--- config.mk ---
export PLATFORM = sky130hd
export DESIGN_NAME = encoder_gyro_odometry_update_unit
export DESIGN_NICKNAME = d
export VERILOG_FILES = /design/src/rtl/core/odo_pkg.sv /design/src/rtl/core/odo_ser_mul.sv /design/src/rtl/core/odo_cordic.sv /design/src/rtl/core/encoder_gyro_odometry_update_unit.sv
export SDC_FILE = /design/constraint.sdc
export NUM_CORES = 2
export LEC_CHECK = 0
export BUFFER_PORTS_ARGS = -buffer_cell sky130_fd_sc_hd__buf_2
export CAP_MARGIN = 40
export CELL_PAD_IN_SITES_DETAIL_PLACEMENT = 0
export CELL_PAD_IN_SITES_GLOBAL_PLACEMENT = 2
export CORE_MARGIN = 4
export CORE_UTILIZATION = 37
export DETAILED_ROUTE_END_ITERATION = 10
export PLACE_DENSITY = 0.83
export SYNTH_ARGS = -nofsm -noshare
export SYNTH_HDL_FRONTEND = slang
export SYNTH_SLANG_ARGS = --single-unit
--- constraint.sdc ---
create_clock -name clk -period 7.08 [get_ports clk]
set_clock_uncertainty 0.2 [all_clocks]
set_input_delay 0.354 -clock clk [delete_from_list [all_inputs] [get_ports clk]]
set_output_delay 0.354 -clock clk [all_outputs]
set_load 0.1 [all_outputs]
--- src/rtl/core/odo_pkg.sv ---
// Shared types, constants and tables of the odometry update unit.
package odo_pkg;

	localparam int CORDIC_STEPS = 16;
	localparam int ROT_CNT_W    = $clog2(CORDIC_STEPS);
	localparam int VEC_W        = 46;
	localparam int ANG_W        = 32;
	localparam int MUL_A_W      = 46;
	localparam int MUL_B_W      = 32;
	localparam int MUL_CNT_W    = $clog2(MUL_B_W);
	localparam int PROD_W       = MUL_A_W + MUL_B_W;
	localparam int POS_W        = 48;
	localparam int CFG_IDX_W    = 3;
	localparam int CFG_DATA_W   = 32;

	localparam logic [CFG_IDX_W-1:0] CFG_YAW_GAIN     = 3'd0;
	localparam logic [CFG_IDX_W-1:0] CFG_CROSS_GAIN   = 3'd1;
	localparam logic [CFG_IDX_W-1:0] CFG_YAW_VY_GAIN  = 3'd2;
	localparam logic [CFG_IDX_W-1:0] CFG_PULSE_LENGTH = 3'd3;

	localparam logic [31:0] YAW_GAIN_RST     = 32'd15270995;
	localparam logic [15:0] CROSS_GAIN_RST   = 16'd37837;
	localparam logic [15:0] YAW_VY_GAIN_RST  = 16'd16156;
	localparam logic [31:0] PULSE_LENGTH_RST = 32'd404791;
	localparam logic [31:0] GAIN_COMP        = 32'd2608131496;

	typedef struct packed {
		logic signed [15:0] count_a;
		logic signed [15:0] count_b;
		logic signed [23:0] gyro_rate;
	} odo_in_t;

	typedef struct packed {
		logic signed [47:0] x_pos;
		logic signed [47:0] y_pos;
		logic [31:0]        heading;
	} odo_out_t;

	typedef struct packed {
		logic busy;
		logic done;
	} unit_stat_t;

	// Rotation angle of step i, full turn = 2^32.
	function automatic logic [ANG_W-1:0] atan_entry(input logic [4:0] i);
		logic [ANG_W-1:0] v;
		case (i)
			5'd0:    v = 32'd536870912;
			5'd1:    v = 32'd316933406;
			5'd2:    v = 32'd167458907;
			5'd3:    v = 32'd85004756;
			5'd4:    v = 32'd42667331;
			5'd5:    v = 32'd21354465;
			5'd6:    v = 32'd10679838;
			5'd7:    v = 32'd5340245;
			5'd8:    v = 32'd2670163;
			5'd9:    v = 32'd1335087;
			5'd10:   v = 32'd667544;
			5'd11:   v = 32'd333772;
			5'd12:   v = 32'd166886;
			5'd13:   v = 32'd83443;
			5'd14:   v = 32'd41722;
			5'd15:   v = 32'd20861;
			5'd16:   v = 32'd10430;
			5'd17:   v = 32'd5215;
			5'd18:   v = 32'd2608;
			5'd19:   v = 32'd1304;
			5'd20:   v = 32'd652;
			5'd21:   v = 32'd326;
			5'd22:   v = 32'd163;
			5'd23:   v = 32'd81;
			default: v = '0;
		endcase
		return v;
	endfunction

endpackage

--- src/rtl/core/odo_ser_mul.sv ---
// Bit-serial unsigned multiplier, one multiplier bit per cycle.
module odo_ser_mul (
	input  logic                          clk,
	input  logic                          arst_n,
	input  logic                          start,
	input  logic [odo_pkg::MUL_A_W-1:0]   a,
	input  logic [odo_pkg::MUL_B_W-1:0]   b,
	output odo_pkg::unit_stat_t           stat,
	output logic [odo_pkg::PROD_W-1:0]    prod
);
	import odo_pkg::*;

	localparam logic [MUL_CNT_W-1:0] LAST = MUL_CNT_W'(MUL_B_W - 1);

	logic [MUL_A_W-1:0]   a_q;
	logic [MUL_B_W-1:0]   b_q;
	logic [MUL_A_W-1:0]   hi_q;
	logic [MUL_B_W-1:0]   lo_q;
	logic [MUL_CNT_W-1:0] cnt_q;
	logic                 run_q;
	logic                 done_q;
	logic [MUL_A_W:0]     sum;

	assign sum = {1'b0, hi_q} + (b_q[0] ? {1'b0, a_q} : '0);

	always_ff @(posedge clk or negedge arst_n) begin
		if (!arst_n) begin
			run_q  <= 1'b0;
			done_q <= 1'b0;
			cnt_q  <= '0;
		end else begin
			done_q <= 1'b0;
			if (start) begin
				run_q <= 1'b1;
				cnt_q <= '0;
			end else if (run_q) begin
				cnt_q <= cnt_q + 1'b1;
				if (cnt_q == LAST) begin
					run_q  <= 1'b0;
					done_q <= 1'b1;
				end
			end
		end
	end

	// Add, then shift the partial product one place right.
	always_ff @(posedge clk) begin
		if (start) begin
			a_q  <= a;
			b_q  <= b;
			hi_q <= '0;
			lo_q <= '0;
		end else if (run_q) begin
			b_q  <= b_q >> 1;
			hi_q <= sum[MUL_A_W:1];
			lo_q <= {sum[0], lo_q[MUL_B_W-1:1]};
		end
	end

	assign stat.busy = run_q;
	assign stat.done = done_q;
	assign prod      = {hi_q, lo_q};

endmodule

--- src/rtl/core/odo_cordic.sv ---
// Iterative CORDIC rotator with quarter-turn pre-rotation.
module odo_cordic (
	input  logic                              clk,
	input  logic                              arst_n,
	input  logic                              start,
	input  logic [odo_pkg::ANG_W-1:0]         angle,
	input  logic signed [odo_pkg::VEC_W-1:0]  x_in,
	input  logic signed [odo_pkg::VEC_W-1:0]  y_in,
	output odo_pkg::unit_stat_t               stat,
	output logic signed [odo_pkg::VEC_W-1:0]  x_out,
	output logic signed [odo_pkg::VEC_W-1:0]  y_out
);
	import odo_pkg::*;

	localparam logic [ROT_CNT_W-1:0] LAST = ROT_CNT_W'(CORDIC_STEPS - 1);

	logic signed [VEC_W-1:0] x_q, y_q, xs, ys, x0, y0;
	logic signed [ANG_W-1:0] z_q;
	logic [ANG_W-1:0]        hq, d, at;
	logic [1:0]              q;
	logic [ROT_CNT_W-1:0]    i_q;
	logic                    run_q, done_q;

	always_comb begin
		hq = angle + 32'h2000_0000;
		q  = hq[31:30];
		d  = angle - {q, 30'b0};
		x0 = x_in;
		y0 = y_in;
		case (q)
			2'd1: begin
				x0 = -y_in;
				y0 = x_in;
			end
			2'd2: begin
				x0 = -x_in;
				y0 = -y_in;
			end
			2'd3: begin
				x0 = y_in;
				y0 = -x_in;
			end
			default: begin
			end
		endcase
	end

	assign xs = x_q >>> i_q;
	assign ys = y_q >>> i_q;
	assign at = atan_entry(5'(i_q));

	always_ff @(posedge clk or negedge arst_n) begin
		if (!arst_n) begin
			run_q  <= 1'b0;
			done_q <= 1'b0;
			i_q    <= '0;
		end else begin
			done_q <= 1'b0;
			if (start) begin
				run_q <= 1'b1;
				i_q   <= '0;
			end else if (run_q) begin
				i_q <= i_q + 1'b1;
				if (i_q == LAST) begin
					run_q  <= 1'b0;
					done_q <= 1'b1;
				end
			end
		end
	end

	always_ff @(posedge clk) begin
		if (start) begin
			x_q <= x0;
			y_q <= y0;
			z_q <= signed'(d);
		end else if (run_q) begin
			if (!z_q[ANG_W-1]) begin
				x_q <= x_q - ys;
				y_q <= y_q + xs;
				z_q <= z_q - signed'(at);
			end else begin
				x_q <= x_q + ys;
				y_q <= y_q - xs;
				z_q <= z_q + signed'(at);
			end
		end
	end

	assign stat.busy = run_q;
	assign stat.done = done_q;
	assign x_out     = x_q;
	assign y_out     = y_q;

endmodule

--- src/rtl/core/encoder_gyro_odometry_update_unit.sv ---
// Odometry update top level: sequencer, configuration and pose registers.
// Each item runs seven serial products, one after another, on the shared multiplier;
// a result stalled in the output register holds the next result back in S_ACC.
// A new item is taken once the previous one reached the output register.
// Reset: pose and heading clear to zero, gains load their defaults, no item held.
module encoder_gyro_odometry_update_unit (
	input  logic                                 clk,
	input  logic                                 arst_n,
	input  logic                                 in_valid,
	output logic                                 in_stall,
	input  odo_pkg::odo_in_t                     in_data,
	output logic                                 out_valid,
	input  logic                                 out_stall,
	output odo_pkg::odo_out_t                    out_data,
	input  logic                                 cfg_valid,
	output logic                                 cfg_ready,
	input  logic [odo_pkg::CFG_IDX_W-1:0]        cfg_index,
	input  logic [odo_pkg::CFG_DATA_W-1:0]       cfg_data
);
	import odo_pkg::*;

	typedef enum logic [10:0] {
		S_IDLE   = 11'b000_0000_0001,
		S_INC    = 11'b000_0000_0010,
		S_VX     = 11'b000_0000_0100,
		S_VY     = 11'b000_0000_1000,
		S_ROT_GO = 11'b000_0001_0000,
		S_ROT    = 11'b000_0010_0000,
		S_KX     = 11'b000_0100_0000,
		S_KY     = 11'b000_1000_0000,
		S_PX     = 11'b001_0000_0000,
		S_PY     = 11'b010_0000_0000,
		S_ACC    = 11'b100_0000_0000
	} state_t;

	state_t state_q, state_d;

	// Configuration registers.
	logic [31:0] yaw_gain_q, pulse_length_q;
	logic [15:0] cross_gain_q, yaw_vy_gain_q;

	// Item and working registers.
	logic signed [15:0]      ca_q, cb_q;
	logic signed [23:0]      rate_q;
	logic [ANG_W-1:0]        heading_q;
	logic signed [POS_W-1:0] x_acc_q, y_acc_q;
	logic signed [VEC_W-1:0] vx_q, vy_q, kx_q, ky_q, dx_q, dy_q;

	logic                    out_valid_q;
	odo_out_t                out_q;

	// Shared serial multiplier, and the rotator.
	logic                    mul_start, rot_start;
	logic [MUL_A_W-1:0]      mul_a;
	logic [MUL_B_W-1:0]      mul_b;
	logic [PROD_W-1:0]       prod;
	unit_stat_t              mul_st, rot_st;
	logic signed [VEC_W-1:0] rx, ry;

	logic signed [16:0]      diff, sum;
	logic                    neg;
	logic [VEC_W-1:0]        pv;
	logic [47:0]             p48, p48r;
	logic [VEC_W:0]          rmag, rsgn;
	logic                    slot_free, accept;
	logic signed [POS_W:0]   sx, sy;
	logic signed [POS_W-1:0] nx, ny;

	function automatic logic [VEC_W-1:0] mag(input logic signed [VEC_W-1:0] v);
		return v[VEC_W-1] ? VEC_W'(-v) : VEC_W'(v);
	endfunction

	function automatic logic signed [POS_W-1:0] sat(input logic signed [POS_W:0] s);
		logic signed [POS_W-1:0] r;
		r = s[POS_W-1:0];
		if (!s[POS_W] && s[POS_W-1]) r = {1'b0, {(POS_W-1){1'b1}}};
		else if (s[POS_W] && !s[POS_W-1]) r = {1'b1, {(POS_W-1){1'b0}}};
		return r;
	endfunction

	assign diff = 17'(ca_q) - 17'(cb_q);
	assign sum  = 17'(ca_q) + 17'(cb_q);

	assign in_stall  = (state_q != S_IDLE);
	assign accept    = in_valid && !in_stall;
	assign cfg_ready = 1'b1;
	assign slot_free = !out_valid_q || !out_stall;

	// Sign of the product that just finished, from its signed operand.
	always_comb begin
		unique case (state_q) inside
			S_INC, S_VY: neg = rate_q[23];
			S_VX:        neg = diff[16];
			S_KX:        neg = rx[VEC_W-1];
			S_KY:        neg = ry[VEC_W-1];
			S_PX:        neg = kx_q[VEC_W-1];
			S_PY:        neg = ky_q[VEC_W-1];
			default:     neg = 1'b0;
		endcase
	end

	// Signed low product, and rounding of Q32 products half away from zero.
	assign pv   = neg ? VEC_W'(-prod[VEC_W-1:0]) : prod[VEC_W-1:0];
	assign p48  = neg ? 48'(-prod[47:0]) : prod[47:0];
	assign p48r = p48 + 48'h8000;
	assign rmag = (VEC_W+1)'(prod[PROD_W-1:32]) + (VEC_W+1)'(prod[31]);
	assign rsgn = neg ? (VEC_W+1)'(-rmag) : rmag;

	// Sequencer: start each product as the previous step finishes; the rotation starts from S_ROT_GO.
	always_comb begin
		state_d   = state_q;
		mul_start = 1'b0;
		rot_start = 1'b0;
		mul_a     = '0;
		mul_b     = '0;
		unique case (state_q)
			S_IDLE: begin
				if (accept) begin
					mul_start = 1'b1;
					mul_a     = VEC_W'(mag(VEC_W'(in_data.gyro_rate)));
					mul_b     = yaw_gain_q;
					state_d   = S_INC;
				end
			end
			S_INC: begin
				if (mul_st.done) begin
					mul_start = 1'b1;
					mul_a     = mag(VEC_W'(diff));
					mul_b     = MUL_B_W'(cross_gain_q);
					state_d   = S_VX;
				end
			end
			S_VX: begin
				if (mul_st.done) begin
					mul_start = 1'b1;
					mul_a     = mag(VEC_W'(rate_q));
					mul_b     = MUL_B_W'(yaw_vy_gain_q);
					state_d   = S_VY;
				end
			end
			S_VY: begin
				if (mul_st.done) state_d = S_ROT_GO;
			end
			S_ROT_GO: begin
				rot_start = 1'b1;
				state_d   = S_ROT;
			end
			S_ROT: begin
				if (rot_st.done) begin
					mul_start = 1'b1;
					mul_a     = mag(rx);
					mul_b     = GAIN_COMP;
					state_d   = S_KX;
				end
			end
			S_KX: begin
				if (mul_st.done) begin
					mul_start = 1'b1;
					mul_a     = mag(ry);
					mul_b     = GAIN_COMP;
					state_d   = S_KY;
				end
			end
			S_KY: begin
				if (mul_st.done) begin
					mul_start = 1'b1;
					mul_a     = mag(kx_q);
					mul_b     = pulse_length_q;
					state_d   = S_PX;
				end
			end
			S_PX: begin
				if (mul_st.done) begin
					mul_start = 1'b1;
					mul_a     = mag(ky_q);
					mul_b     = pulse_length_q;
					state_d   = S_PY;
				end
			end
			S_PY: begin
				if (mul_st.done) state_d = S_ACC;
			end
			S_ACC: begin
				if (slot_free) state_d = S_IDLE;
			end
			default: state_d = S_IDLE;
		endcase
	end

	// Saturating position update.
	assign sx = (POS_W+1)'(x_acc_q) + (POS_W+1)'(dx_q);
	assign sy = (POS_W+1)'(y_acc_q) + (POS_W+1)'(dy_q);
	assign nx = sat(sx);
	assign ny = sat(sy);

	always_ff @(posedge clk or negedge arst_n) begin
		if (!arst_n) begin
			state_q        <= S_IDLE;
			yaw_gain_q     <= YAW_GAIN_RST;
			cross_gain_q   <= CROSS_GAIN_RST;
			yaw_vy_gain_q  <= YAW_VY_GAIN_RST;
			pulse_length_q <= PULSE_LENGTH_RST;
			heading_q      <= '0;
			x_acc_q        <= '0;
			y_acc_q        <= '0;
			out_valid_q    <= 1'b0;
		end else begin
			state_q <= state_d;
			if (cfg_valid && cfg_ready) begin
				unique case (cfg_index)
					CFG_YAW_GAIN:     yaw_gain_q     <= cfg_data;
					CFG_CROSS_GAIN:   cross_gain_q   <= cfg_data[15:0];
					CFG_YAW_VY_GAIN:  yaw_vy_gain_q  <= cfg_data[15:0];
					CFG_PULSE_LENGTH: pulse_length_q <= cfg_data;
					default: begin
					end
				endcase
			end
			// Advance the heading by the rounded rate increment.
			if (state_q == S_INC && mul_st.done) heading_q <= heading_q + p48r[47:16];
			if (out_valid_q && !out_stall) out_valid_q <= 1'b0;
			if (state_q == S_ACC && slot_free) begin
				x_acc_q     <= nx;
				y_acc_q     <= ny;
				out_valid_q <= 1'b1;
			end
		end
	end

	always_ff @(posedge clk) begin
		if (accept) begin
			ca_q   <= in_data.count_a;
			cb_q   <= in_data.count_b;
			rate_q <= in_data.gyro_rate;
		end
		if (mul_st.done) begin
			unique case (state_q)
				S_VX:    vx_q <= {pv[VEC_W-9:0], 8'b0};
				S_VY:    vy_q <= pv + {{5{sum[16]}}, sum, 24'b0};
				S_KX:    kx_q <= rsgn[VEC_W-1:0];
				S_KY:    ky_q <= rsgn[VEC_W-1:0];
				S_PX:    dx_q <= rsgn[VEC_W-1:0];
				S_PY:    dy_q <= rsgn[VEC_W-1:0];
				default: begin
				end
			endcase
		end
		if (state_q == S_ACC && slot_free) begin
			out_q.x_pos   <= nx;
			out_q.y_pos   <= ny;
			out_q.heading <= heading_q;
		end
	end

	odo_ser_mul u_mul (
		.clk    (clk),
		.arst_n (arst_n),
		.start  (mul_start),
		.a      (mul_a),
		.b      (mul_b),
		.stat   (mul_st),
		.prod   (prod)
	);

	odo_cordic u_rot (
		.clk    (clk),
		.arst_n (arst_n),
		.start  (rot_start),
		.angle  (heading_q),
		.x_in   (vx_q),
		.y_in   (vy_q),
		.stat   (rot_st),
		.x_out  (rx),
		.y_out  (ry)
	);

	assign out_valid = out_valid_q;
	assign out_data  = out_q;

`ifndef NO_ASSERTIONS
	a_accept_starts: assert property (@(posedge clk) disable iff (!arst_n)
		accept |=> (state_q == S_INC && mul_st.busy))
		else $error("accepted item did not start the rate product");
	a_mul_no_restart: assert property (@(posedge clk) disable iff (!arst_n)
		mul_start |-> !mul_st.busy)
		else $error("multiplier started while busy");
	a_rot_no_restart: assert property (@(posedge clk) disable iff (!arst_n)
		rot_start |-> !rot_st.busy)
		else $error("rotator started while busy");
	a_rot_done_state: assert property (@(posedge clk) disable iff (!arst_n)
		rot_st.done |-> state_q == S_ROT)
		else $error("rotator finished outside its state");
	a_result_posted: assert property (@(posedge clk) disable iff (!arst_n)
		(state_q == S_ACC && slot_free) |=> (out_valid_q && state_q == S_IDLE))
		else $error("result not posted after accumulation");
`endif

endmodule

==> run_results.csv <==
group,metric,value,unit
clocking,cts_buffers,117,
sta,tightest_slew,1.04,ns
sta,period_share,95.0,%
sta,rsz0062_at_grt,"true",
routing,drt_iter0_markers,6304,
clocking,max-clock-path-buffers,3,
global_route,grt_pass1_vias,60500,
yosys,synth_area,73100,sq um
yosys,ys_ff_latch,981,
routing,route.vias.total,63700,
yosys,synth_cells,7726,
critical_path,criticalPathCategory,"reg -> reg",
routing,antenna_left,0,
final_layout,fin_area,84600,sq um
clocking,cts_tree,"done",
routing,wl_per_cell,24.5,um
final_layout,area_growth,15.6,%
floorplanning,fp.dieH,453,um
floorplanning,dieWidth,453,um
yosys,ys_types,99,
place,dp_hpwl,205000,um
yosys,yosys_most_used_dff,"edfxtp_1",
floorplanning,io_pins,227,
yosys,avgSynthCellArea,9.47,sq um
yosys,synth-edff-count,654,
routing,wirelength,267000,um
place,place_area,79200,sq um
final_layout,layout_commonest_cell,"nand2_1",
floorplanning,rows,162,
final_layout,nNetsFinal,8634,
clocking,clock_sinks,981,
final_layout,num-fill-cells,19000,
floorplanning,dieArea,205000,sq um
global_route,overflow,0,
sta,fmax,0.149,GHz
global_route,grt_pass1_wl,396000,um
critical_path,arrival,7.01,ns
sta,finalSetupViolCount,0,
sta,max-slew-margin-rel,29.0,%
final_layout,area.sequential,27500,sq um
power_and_ir_drop,leakage,33.7,nW
place,portBuffers,225,
yosys,synth_warnings,0,
critical_path,cp_slowest_stage_delay,0.68,ns
final_layout,drive_gt1_share,15.3,%
power_and_ir_drop,vdd_drop_max,0.238,mV
sta,hold_violations,0,
run_status,status,"finished clean",
critical_path,worstPathRequired,7.37,ns
final_layout,multi_input_area,43500,sq um
yosys,synth_seq_area_share,37.6,%
critical_path,cp-start-kind,"flop",
critical_path,path_delay_family,"compound AO/OA/AOI/OAI gates",
critical_path,path_buf_inv,4,
sta,min_period,6.72,ns
critical_path,crit_path_top_delay_cell,"mux4_1",
clocking,clock_latency,0.81,ns
floorplanning,core_area,196000,sq um
clocking,htreeDepth,3,
routing,drc_errors,0,
min_path,min-delay-path-class,"in -> async",
clocking,clkTransAtPathRegs,0.06,ns
global_route,groute.usage.overall,25.3,%
routing,dr.pass1.iters,6,
clocking,clk_root_buffer_cell,"clkbuf_16",
global_route,antenna_found_initial,37,
critical_path,cp_max_fo,13,
global_route,grt_max_degree,139,
routing,viasPerCell,5.84,
yosys,synth_nets,8208,
floorplanning,start_util,37.4,%
sta,slew_viol_final,0,
yosys,async_flop_share,25.4,%
power_and_ir_drop,power.density,264,nW/um^2
final_layout,layout_common_cells,"nand2_1, edfxtp_1, nor2_1, xnor2_1, a21oi_1",
place,gp_congestion,0.960,
flow_run,maxCapViolCount,0,
sta,hold_ws,0.0124,ns
critical_path,end_kind,"flop",
final_layout,largest_reg_flops,128,
layout make-up:
class                   count  share of cell area (%)
clock inverters            70                    1.06
flip-flops and latches    981                    32.5
diodes                     17                  0.0503
well taps                2624                    3.88
clock buffers             154                    3.84
multi-input cells        6126                    51.5
repair buffers            712                    6.20
inverters                 214                   0.965
cell usage after synthesis, types with 190 or more instances:
cell type,instances,area share (%)
xor2_1,355,4.3
clkbuf_1,315,1.6
edfxtp_1,654,27
dfrtp_1,209,7.2
nand2_1,740,3.8
a21oi_1,516,3.5
ha_1,376,6.4
nor2_1,582,3.0
o21ai_0,518,3.5
a21o_1,190,2.0
inv_1,208,1.1
xnor2_1,558,6.7
power by group:
| group | switching (mW) | internal, mW |
|---|---|---|
| clock | 2.70 | 3.83 |
| sequential | 0.659 | 7.08 |
| combinational | 5.12 | 2.89 |
repair_timing:
item	4_1_cts	5_1_grt
resized for setup	0	19
hold endpoints to repair	258	0
hold buffers	96	0
endpoints found under the setup margin	0	19
setup buffers	0	15
tightest hold or removal path: stages:
cell           delay, ns
dlygate4sd3_1       0.56
buf_8               0.19
buf_16              0.30
kinds of logic (layout without fill, tap and decap cells):
kind of cell / count (synthesis) / in the layout / synth area share [%]
and+or+nand+nor: 2374 / 2374 / 15.7
AOI/OAI and AO/OA: 2029 / 2029 / 17.7
DFF: 981 / 981 / 37.6
xor gates and xnor gates: 914 / 914 / 11.0
buffers and inverters: 619 / 1150 / 3.28
muxes: 408 / 408 / 7.86
adders and majority gates: 400 / 400 / 6.90
other: 1 / 18 / 0.00513
metal layers:
layer	vias up	global-route usage (%)	part of all wire (%)
li1	29600	-	-
met1	31200	35.3	44
met2	2415	38.7	44
met3	520	4.36	7.5
met4	6	10.6	4.7
met5	-	0	0.016
final timing paths:
| check | from | slack [ns] | end | cells after the start |
|---|---|---|---|---|
| worst min register to register | y_acc_q[6]$_DFFE_PN0P_ | 0.29 | y_acc_q[6]$_DFFE_PN0P_ | 2 |
| min in group clk | in_data[51] | 0.07 | ca_q[11]$_DFFE_PP_ | 2 |
| max in group asynchronous | arst_n | 5.70 | u_mul.run_q$_DFF_PN0_ | 3 |
| worst min-delay path | arst_n | 0.01 | y_acc_q[34]$_DFFE_PN0P_ | 3 |
| worst max-delay path | u_rot.i_q[0]$_DFFE_PN0P_ | 0.36 | u_rot.x_out[43]$_DFFE_PP_ | 25 |
| worst max register to register | u_rot.i_q[0]$_DFFE_PN0P_ | 0.36 | u_rot.x_out[43]$_DFFE_PP_ | 25 |
through the flow:
| step | setup TNS, ns | power [mW] | utilization (%) | instances | setup WS, ns |
|---|---|---|---|---|---|
| floorplan | 0 | 12.4 | - | 7726 | 0.00635 |
| global placement | 0 | 15.5 | 40.3 | 10500 | 0.0913 |
| detailed placement | 0 | 15.7 | 40.4 | 10500 | 0.125 |
| CTS | 0 | 22.3 | 43.1 | 10900 | 0.0916 |
| global route | -0.0405 | 23.3 | 43.2 | 10900 | -0.0236 |
| finish | 0 | 22.3 | 43.2 | 10900 | 0.355 |
Power figures use the tool's default switching activity.
